[src/mdr_pkg.sv]
// package for the modular domain reduce core
// types, sizes, state enum and helpers; no dependencies
package mdr_pkg;

  localparam int unsigned WORD_BITS = 32;
  localparam int unsigned FRAC_BITS = 16;
  localparam int unsigned SQ_BITS   = 2 * WORD_BITS;
  localparam int unsigned NUM_BITS  = 2 * WORD_BITS;
  localparam int unsigned DEN_BITS  = 2 * FRAC_BITS;
  localparam int unsigned CNT_BITS  = $clog2(NUM_BITS);

  typedef struct packed {
    logic signed [WORD_BITS-1:0] z_re;
    logic signed [WORD_BITS-1:0] z_im;
  } in_t;

  typedef struct packed {
    logic signed [WORD_BITS-1:0] red_re;
    logic signed [WORD_BITS-1:0] red_im;
    logic                        in_domain;
    logic                        saturated;
  } out_t;

  typedef enum logic [3:0] {
    ST_IDLE,
    ST_ROUND,
    ST_TRANS,
    ST_SQX,
    ST_SQY,
    ST_CHK,
    ST_DIVX,
    ST_DIVY,
    ST_DONE
  } state_e;

  function automatic logic [WORD_BITS-1:0] mag(input logic signed [WORD_BITS-1:0] v);
    mag = v[WORD_BITS-1] ? (~v + 1'b1) : v;
  endfunction

endpackage

[src/mdr_div.sv]
// restoring divider, one quotient bit per cycle
// depends on mdr_pkg
module mdr_div (
  input  logic                           clk_i,
  input  logic                           rst_ni,
  input  logic                           start_i,
  input  logic [mdr_pkg::NUM_BITS-1:0]   num_i,
  input  logic [mdr_pkg::DEN_BITS-1:0]   den_i,
  output logic                           done_o,
  output logic [mdr_pkg::NUM_BITS-1:0]   quo_o
);
  import mdr_pkg::*;

  logic                run_q, run_d;
  logic                done_q, done_d;
  logic [CNT_BITS-1:0] cnt_q, cnt_d;
  logic [DEN_BITS-1:0] den_q;
  logic [DEN_BITS-1:0] rem_q;
  logic [NUM_BITS-1:0] nq_q;
  logic [DEN_BITS:0]   trial;
  logic [DEN_BITS:0]   diff;
  logic                take;

  assign trial = {rem_q, nq_q[NUM_BITS-1]};
  assign diff  = trial - {1'b0, den_q};
  assign take  = (trial >= {1'b0, den_q});

  always_comb begin
    run_d  = run_q;
    cnt_d  = cnt_q;
    done_d = 1'b0;
    if (start_i) begin
      run_d = 1'b1;
      cnt_d = '0;
    end else if (run_q) begin
      cnt_d = cnt_q + 1'b1;
      if (cnt_q == CNT_BITS'(NUM_BITS - 1)) begin
        run_d  = 1'b0;
        done_d = 1'b1;
      end
    end
  end

  always_ff @(posedge clk_i or negedge rst_ni) begin
    if (!rst_ni) begin
      run_q  <= 1'b0;
      done_q <= 1'b0;
      cnt_q  <= '0;
    end else begin
      run_q  <= run_d;
      done_q <= done_d;
      cnt_q  <= cnt_d;
    end
  end

  always_ff @(posedge clk_i) begin
    if (start_i) begin
      den_q <= den_i;
      rem_q <= '0;
      nq_q  <= num_i;
    end else if (run_q) begin
      rem_q <= take ? diff[DEN_BITS-1:0] : trial[DEN_BITS-1:0];
      nq_q  <= {nq_q[NUM_BITS-2:0], take};
    end
  end

  assign done_o = done_q;
  assign quo_o  = nq_q;

endmodule

[src/modular_domain_reduce_core.sv]
// an item ends after max_rounds inversion rounds or earlier when the point stops early,
// so it runs at most max_rounds inversion rounds
// each inversion round: translate, two squarings, check, then two divisions
// busy stays high for the whole item; the next transfer can be taken in the cycle after the strobe
// the result strobe lasts one cycle and the receiver cannot stall it
// reset: asynchronous active low, max_rounds returns to 200, sequencer to idle
module modular_domain_reduce_core (
  input  logic          clk_i,
  input  logic          rst_ni,
  input  logic          start,
  output logic          busy,
  input  mdr_pkg::in_t  in_i,
  input  logic          cfg_we_i,
  input  logic [7:0]    cfg_data_i,
  output logic          done_o,
  output mdr_pkg::out_t out_o
);
  import mdr_pkg::*;

  localparam logic [WORD_BITS-1:0] W_MIN = {1'b1, {(WORD_BITS-1){1'b0}}};
  localparam logic [WORD_BITS-1:0] W_MAX = {1'b0, {(WORD_BITS-1){1'b1}}};
  localparam logic [WORD_BITS-1:0] FX_HALF = WORD_BITS'(1) << (FRAC_BITS - 1);

  state_e state_q, state_d;
  logic [7:0] max_rounds_q;
  logic [7:0] rnd_q;
  logic       fin_q;
  logic       sat_q;
  logic signed [WORD_BITS-1:0] x_q, y_q;
  logic [SQ_BITS-1:0] acc_q, d_q;

  logic [WORD_BITS-1:0]  ax, ay, mul_a;
  logic [SQ_BITS-1:0]    prod;
  logic [WORD_BITS+1:0]  rnd_sum, shift_amt;
  logic signed [WORD_BITS+1:0] xt;
  logic                  brk;
  logic                  div_start, div_done;
  logic [NUM_BITS-1:0]   div_num, quo;
  logic                  qx_sat, qy_sat;
  logic [WORD_BITS-1:0]  qx, qy;

  assign ax = mag(x_q);
  assign ay = mag(y_q);
  assign mul_a = (state_q == ST_SQX) ? ax : ay;
  assign prod  = SQ_BITS'(mul_a) * SQ_BITS'(mul_a);

  assign rnd_sum   = {2'b00, ax} + {2'b00, FX_HALF};
  assign shift_amt = (rnd_sum >> FRAC_BITS) << FRAC_BITS;
  assign xt = x_q[WORD_BITS-1] ? ({{2{x_q[WORD_BITS-1]}}, x_q} + $signed(shift_amt))
                               : ({{2{x_q[WORD_BITS-1]}}, x_q} - $signed(shift_amt));

  assign brk = (d_q[SQ_BITS-1:DEN_BITS] != '0) || (d_q == '0);

  function automatic logic [WORD_BITS:0] sat_quot(input logic neg, input logic [NUM_BITS-1:0] q);
    logic [WORD_BITS:0] r;
    if (neg) begin
      if (q > NUM_BITS'(W_MIN)) r = {1'b1, W_MIN};
      else r = {1'b0, WORD_BITS'(~q + 1'b1)};
    end else begin
      if (q > NUM_BITS'(W_MAX)) r = {1'b1, W_MAX};
      else r = {1'b0, q[WORD_BITS-1:0]};
    end
    sat_quot = r;
  endfunction

  assign {qx_sat, qx} = sat_quot(!x_q[WORD_BITS-1] && (x_q != '0), quo);
  assign {qy_sat, qy} = sat_quot(y_q[WORD_BITS-1], quo);

  mdr_div u_div (
    .clk_i   (clk_i),
    .rst_ni  (rst_ni),
    .start_i (div_start),
    .num_i   (div_num),
    .den_i   (d_q[DEN_BITS-1:0]),
    .done_o  (div_done),
    .quo_o   (quo)
  );

  // next state
  always_comb begin
    state_d = state_q;
    case (state_q)
      ST_IDLE:  if (start) state_d = ST_ROUND;
      ST_ROUND: state_d = (rnd_q == max_rounds_q) ? ST_SQX : ST_TRANS;
      ST_TRANS: state_d = ST_SQX;
      ST_SQX:   state_d = ST_SQY;
      ST_SQY:   state_d = fin_q ? ST_DONE : ST_CHK;
      ST_CHK:   state_d = brk ? ST_DONE : ST_DIVX;
      ST_DIVX:  if (div_done) state_d = ST_DIVY;
      ST_DIVY:  if (div_done) state_d = ST_ROUND;
      ST_DONE:  state_d = ST_IDLE;
      default:  state_d = ST_IDLE;
    endcase
  end

  // outputs and divider control
  always_comb begin
    div_start = 1'b0;
    div_num   = '0;
    busy      = 1'b1;
    done_o    = 1'b0;
    case (state_q)
      ST_IDLE: busy = 1'b0;
      ST_CHK: begin
        div_start = !brk;
        div_num   = (NUM_BITS'(ax) << DEN_BITS) + NUM_BITS'(d_q[DEN_BITS-1:1]);
      end
      ST_DIVX: begin
        div_start = div_done;
        div_num   = (NUM_BITS'(ay) << DEN_BITS) + NUM_BITS'(d_q[DEN_BITS-1:1]);
      end
      ST_DONE: done_o = 1'b1;
      default: ;
    endcase
  end

  always_comb begin
    out_o.red_re    = x_q;
    out_o.red_im    = y_q;
    out_o.saturated = sat_q;
    out_o.in_domain = !y_q[WORD_BITS-1] && (y_q != '0)
                   && (d_q[SQ_BITS-1:DEN_BITS] != '0) && (ax <= FX_HALF);
  end

  always_ff @(posedge clk_i or negedge rst_ni) begin
    if (!rst_ni) begin
      state_q      <= ST_IDLE;
      max_rounds_q <= 8'd200;
      rnd_q        <= '0;
      fin_q        <= 1'b0;
      sat_q        <= 1'b0;
    end else begin
      state_q <= state_d;
      if (cfg_we_i) max_rounds_q <= cfg_data_i;
      case (state_q)
        ST_IDLE: if (start) begin
          rnd_q <= '0;
          fin_q <= 1'b0;
          sat_q <= 1'b0;
        end
        ST_ROUND: if (rnd_q == max_rounds_q) fin_q <= 1'b1;
        ST_DIVX:  if (div_done) sat_q <= sat_q | qx_sat;
        ST_DIVY: if (div_done) begin
          sat_q <= sat_q | qy_sat;
          rnd_q <= rnd_q + 1'b1;
        end
        default: ;
      endcase
    end
  end

  always_ff @(posedge clk_i) begin
    case (state_q)
      ST_IDLE: if (start) begin
        x_q <= in_i.z_re;
        y_q <= in_i.z_im;
      end
      ST_TRANS: x_q   <= xt[WORD_BITS-1:0];
      ST_SQX:   acc_q <= prod;
      ST_SQY:   d_q   <= acc_q + prod;
      ST_DIVX:  if (div_done) x_q <= qx;
      ST_DIVY:  if (div_done) y_q <= qy;
      default: ;
    endcase
  end

endmodule

[config.mk]
export PLATFORM = sky130hd
export DESIGN_NAME = modular_domain_reduce_core
export DESIGN_NICKNAME = d
export VERILOG_FILES = /design/src/mdr_pkg.sv /design/src/mdr_div.sv /design/src/modular_domain_reduce_core.sv
export SDC_FILE = /design/constraint.sdc
export NUM_CORES = 2
export LEC_CHECK = 0
export BUFFER_PORTS_ARGS = -buffer_cell sky130_fd_sc_hd__buf_2
export CAP_MARGIN = 5
export CORE_MARGIN = 4
export CORE_UTILIZATION = 50
export CTS_CLUSTER_SIZE = 10
export DETAILED_ROUTE_END_ITERATION = 8
export GPL_TIMING_DRIVEN = 0
export PLACE_DENSITY_LB_ADDON = 0.08
export SKIP_LAST_GASP = 1
export SLEW_MARGIN = 40
export SYNTH_ARGS = -nofsm -noshare
export SYNTH_HDL_FRONTEND = slang
export SYNTH_SLANG_ARGS = --single-unit
[constraint.sdc]
create_clock -name clk_i -period 11.6 [get_ports clk_i]
set_clock_uncertainty 0.2 [all_clocks]
set_input_delay 2.32 -clock clk_i [delete_from_list [all_inputs] [get_ports clk_i]]
set_output_delay 2.32 -clock clk_i [all_outputs]
set_load 0.05 [all_outputs]
==> flow_summary_export.csv <==
group,metric,value,unit
grt,number_of_antenna_violations_at_the_first_check_in_global_routing,5,
run_status,violations,"setup timing",
power_and_ir_drop,p_per_area,88.9,nW/um^2
detailed_routing,detail_route.vias_per_cell,5.72,
synth,synthesis.yosys.warnings,0,
floorplanning,num_io_pins,144,
detailed_routing,route.vias.total,42337,
grt,grt_overflow_total,0,
place,numPortBuffers,142,
cts,cts.sinks,349,
timing,final_setup_vio_count,20,
synth,synth_fa_ha_area_frac,0.412,
floorplanning,placeableCoreArea,102000,sq um
cts,clk_pin_slew_worst_paths,60,ps
grt,groute.usage.overall,0.341,
timing,transition_time_of_the_tightest_slew_check_pin,1010,ps
worst_setup_path,path_class,"reg2reg",
timing,rsz_0062_raised_after_global_routing,"yes",
cells_and_area,utilization,0.597,
run_status,run_status,"finished, violations left",
synth,post_synth_xor_area_fraction,0.0498,
synth,synthTopCellsByArea,"sky130_fd_sc_hd__fa_1, sky130_fd_sc_hd__edfxtp_1, sky130_fd_sc_hd__ha_1",
place,dp_cells,7093,
synth,main_combinational_cell_family_by_area_after_synthesis,"adder cells",
synth,synth_compound_area_frac,0.110,
cts,worstSkewPairLatency,640,ps
grt,wire_length_of_the_first_global_routing_pass,272000,um
synth,async_flop_share,0.0860,
min_path,min_path_type,"reg2reg",
detailed_routing,drc,0,
worst_setup_path,critPathLaunchType,"flip-flop",
synth,synth_top_area_cell,"sky130_fd_sc_hd__fa_1",
detailed_routing,wl_per_cell,24.7,um
place,post_dp_cell_area,54500,sq um
grt,grt-busiest-layer,"met2",
detailed_routing,drt-initial-drc-count,3291,
power_and_ir_drop,highest_ir_drop_seen_on_vdd,0.000138,V
synth,yosys.area_share.simple,0.122,
timing,setup_tns,-7290,ps
timing,maxSlewHeadroom,0.323,
floorplanning,chipWidth,328,um
floorplanning,die-height,328,um
floorplanning,floorplan.initialDensity,0.504,
synth,synth.yosys.seq_area_share,0.195,
synth,post-synth-top-area-fraction,0.315,
power_and_ir_drop,p_leak,28.8,nW
cells_and_area,final_area,60800,sq um
synth,syn_inst,5533,
timing,timing.final.hold_violations,0,
place,gp_congestion,0.981,
synth,synth_top_flop_cell,"sky130_fd_sc_hd__edfxtp_1",
timing,timing.final.crit_period,12210,ps
timing,final_min_period_over_clock_period,1.05,
grt,use_met3,0.0629,
detailed_routing,drt-pass1-iter-count,6,
cells_and_area,share_of_final_layout_standard_cells_stronger_than_drive_strength_1,0.174,
synth,syn_avg_cell_area,9.27,sq um
cts,cts-buffers-inserted,44,
grt,via_count_of_the_first_global_routing_pass,43751,
timing,slew_viol_final,0,
timing,max_freq,81.9,MHz
cts,ctsHoldBuffers,0,
worst_setup_path,slowest_library_cell_on_the_worst_path,"sky130_fd_sc_hd__fa_2",
cells_and_area,layout-area-overhead-vs-synth,18.5,%
worst_setup_path,worstPathMaxFanout,7,
synth,number_of_register_bits_inferred_by_synthesis,349,
cts,cts.path.max_buffers,3,
synth,post_synth_mux_area_share,0.0123,
cts,clock_tree.root_cell,"sky130_fd_sc_hd__clkbuf_16",
worst_setup_path,worst-path-buf-inv,5,
synth,synth_enable_flop_cells,287,
synth,synth_cell_types,91,
grt,met2_usage,0.559,
cells_and_area,fin_nets,7280,
worst_setup_path,setup.worst_path.end_class,"flip-flop",
synth,synthMostInstantiatedCell,"sky130_fd_sc_hd__inv_1",
run,max-cap-violations,0,
worst_setup_path,crit_family,"adder cells",
synth,syn_area,51300,sq um
worst_setup_path,crit_top_cell,"sky130_fd_sc_hd__fa_1",
detailed_routing,finalWirelength,183000,um
place,dpl.hpwl,144000,um
timing,timing.final.ws_setup,-609,ps
cts,htreeDepth,2,
worst_setup_path,crit_path_max_incr_delay,630,ps
timing,final.hold.worst_slack,284,ps
grt,grt_use_met1,0.412,
detailed_routing,route.antenna.remaining_nets,0,
grt,grt_max_degree,58,
floorplanning,placementRows,117,
worst_setup_path,crit_arrival,12380,ps
cells_and_area,layoutNonFillerInstCount,7402,
floorplanning,dieArea,108000,sq um
synth,synth.cells.most_frequent,"sky130_fd_sc_hd__inv_1, sky130_fd_sc_hd__fa_1, sky130_fd_sc_hd__nand2_1",
worst_setup_path,cp.required,11770,ps
cts,cts_tree,"done",
[sequential cells by signal, indices dropped and copies added (netlist names), 4 cells and up]
register      cells
u_div.quo_o      64
x_q              32
u_div.den_q      32
u_div.rem_q      32
state_q           4
acc_q            63
y_q              32
max_rounds_q      8
u_div.cnt_q       6
rnd_q             8
d_q              64
[placed cells by master (no fill, tap or decap), types with 89 or more instances in the layout]
cell                       count
sky130_fd_sc_hd__ha_1        348
sky130_fd_sc_hd__nor2_1      388
sky130_fd_sc_hd__edfxtp_1    287
sky130_fd_sc_hd__a21o_1       89
sky130_fd_sc_hd__fa_1        770
sky130_fd_sc_hd__xnor2_1     145
sky130_fd_sc_hd__buf_2       161
sky130_fd_sc_hd__buf_4       233
sky130_fd_sc_hd__a21oi_1     183
sky130_fd_sc_hd__clkbuf_1    113
sky130_fd_sc_hd__inv_1      1070
sky130_fd_sc_hd__nand2_1     563
sky130_fd_sc_hd__o21ai_0     195
sky130_fd_sc_hd__xor2_1      100
[layout make-up]
class	instances	area, sq um
Antenna cell	3	7.51
Buffer	195	1460
Clock buffer	64	1200
Clock inverter	14	129
Fill cell	8950	41000
Inverter	1121	4290
Multi-Input combinational cell	3874	38900
Sequential cell	349	10000
Tap cell	1368	1710
Timing Repair Buffer	414	3020
[layer usage]
layer  up-vias  routed length [um]
met5         -                   0
met4         0               16300
met3       603               14500
met2      1837               85000
met1     21167               67200
li1      18730                   -
[what timing repair did]
item	4_1_cts	5_1_grt
buffers inserted	188	60
pin swaps	189	137
resized for setup	553	168
setup endpoints to repair	58	29
[cells by family after synthesis]
logic type	Yosys count
other cells	2
xor+xnor	290
buf+inv	1334
compound gates	879
mux	61
flops	349
simple gates	1413
fa+ha+maj	1205
[worst register-to-register path: cells and delay by family, from the launching register on]
| kind | cells | cell delay, ps |
|---|---|---|
| compound gates | 18 | 3150 |
| xor+xnor | 4 | 690 |
| fa+ha+maj | 10 | 4510 |
| buf+inv | 5 | 610 |
| flops | 1 | 500 |
| simple gates | 10 | 2290 |
[stage by stage]
step           power, W  setup WS, ps
3_3_place_gp    0.00340         -3430
6_report        0.00540          -609
3_5_place_dp    0.00341         -2490
5_1_grt         0.00573          -960
4_1_cts         0.00518          -472
2_1_floorplan   0.00289          1.41
[path summary, 6_finish.rpt]
check / from / cells after the start / slack [ps] / end
hold reg to reg: d_q[0] / 0 / 280 / u_div.den_q[0]
min in group asynchronous: rst_ni / 1 / 1500 / u_div.cnt_q[3]
setup reg to reg: y_q[16] / 47 / -610 / d_q[59]
max in group asynchronous: rst_ni / 1 / 9260 / max_rounds_q[5]
setup / recovery: y_q[16] / 47 / -610 / d_q[59]
hold / removal: d_q[0] / 0 / 280 / u_div.den_q[0]
[report_power, final]
part	total, W	switching (W)	leakage (nW)	internal, W
clock	0.00130	0.000580	0.642	0.000721
sequential	0.00146	0.00000196	2.75	0.00146
combinational	0.00264	0.00141	25.4	0.00124
total	0.00540	0.00199	28.8	0.00341
No activity file was read; power rests on OpenSTA's default activity.
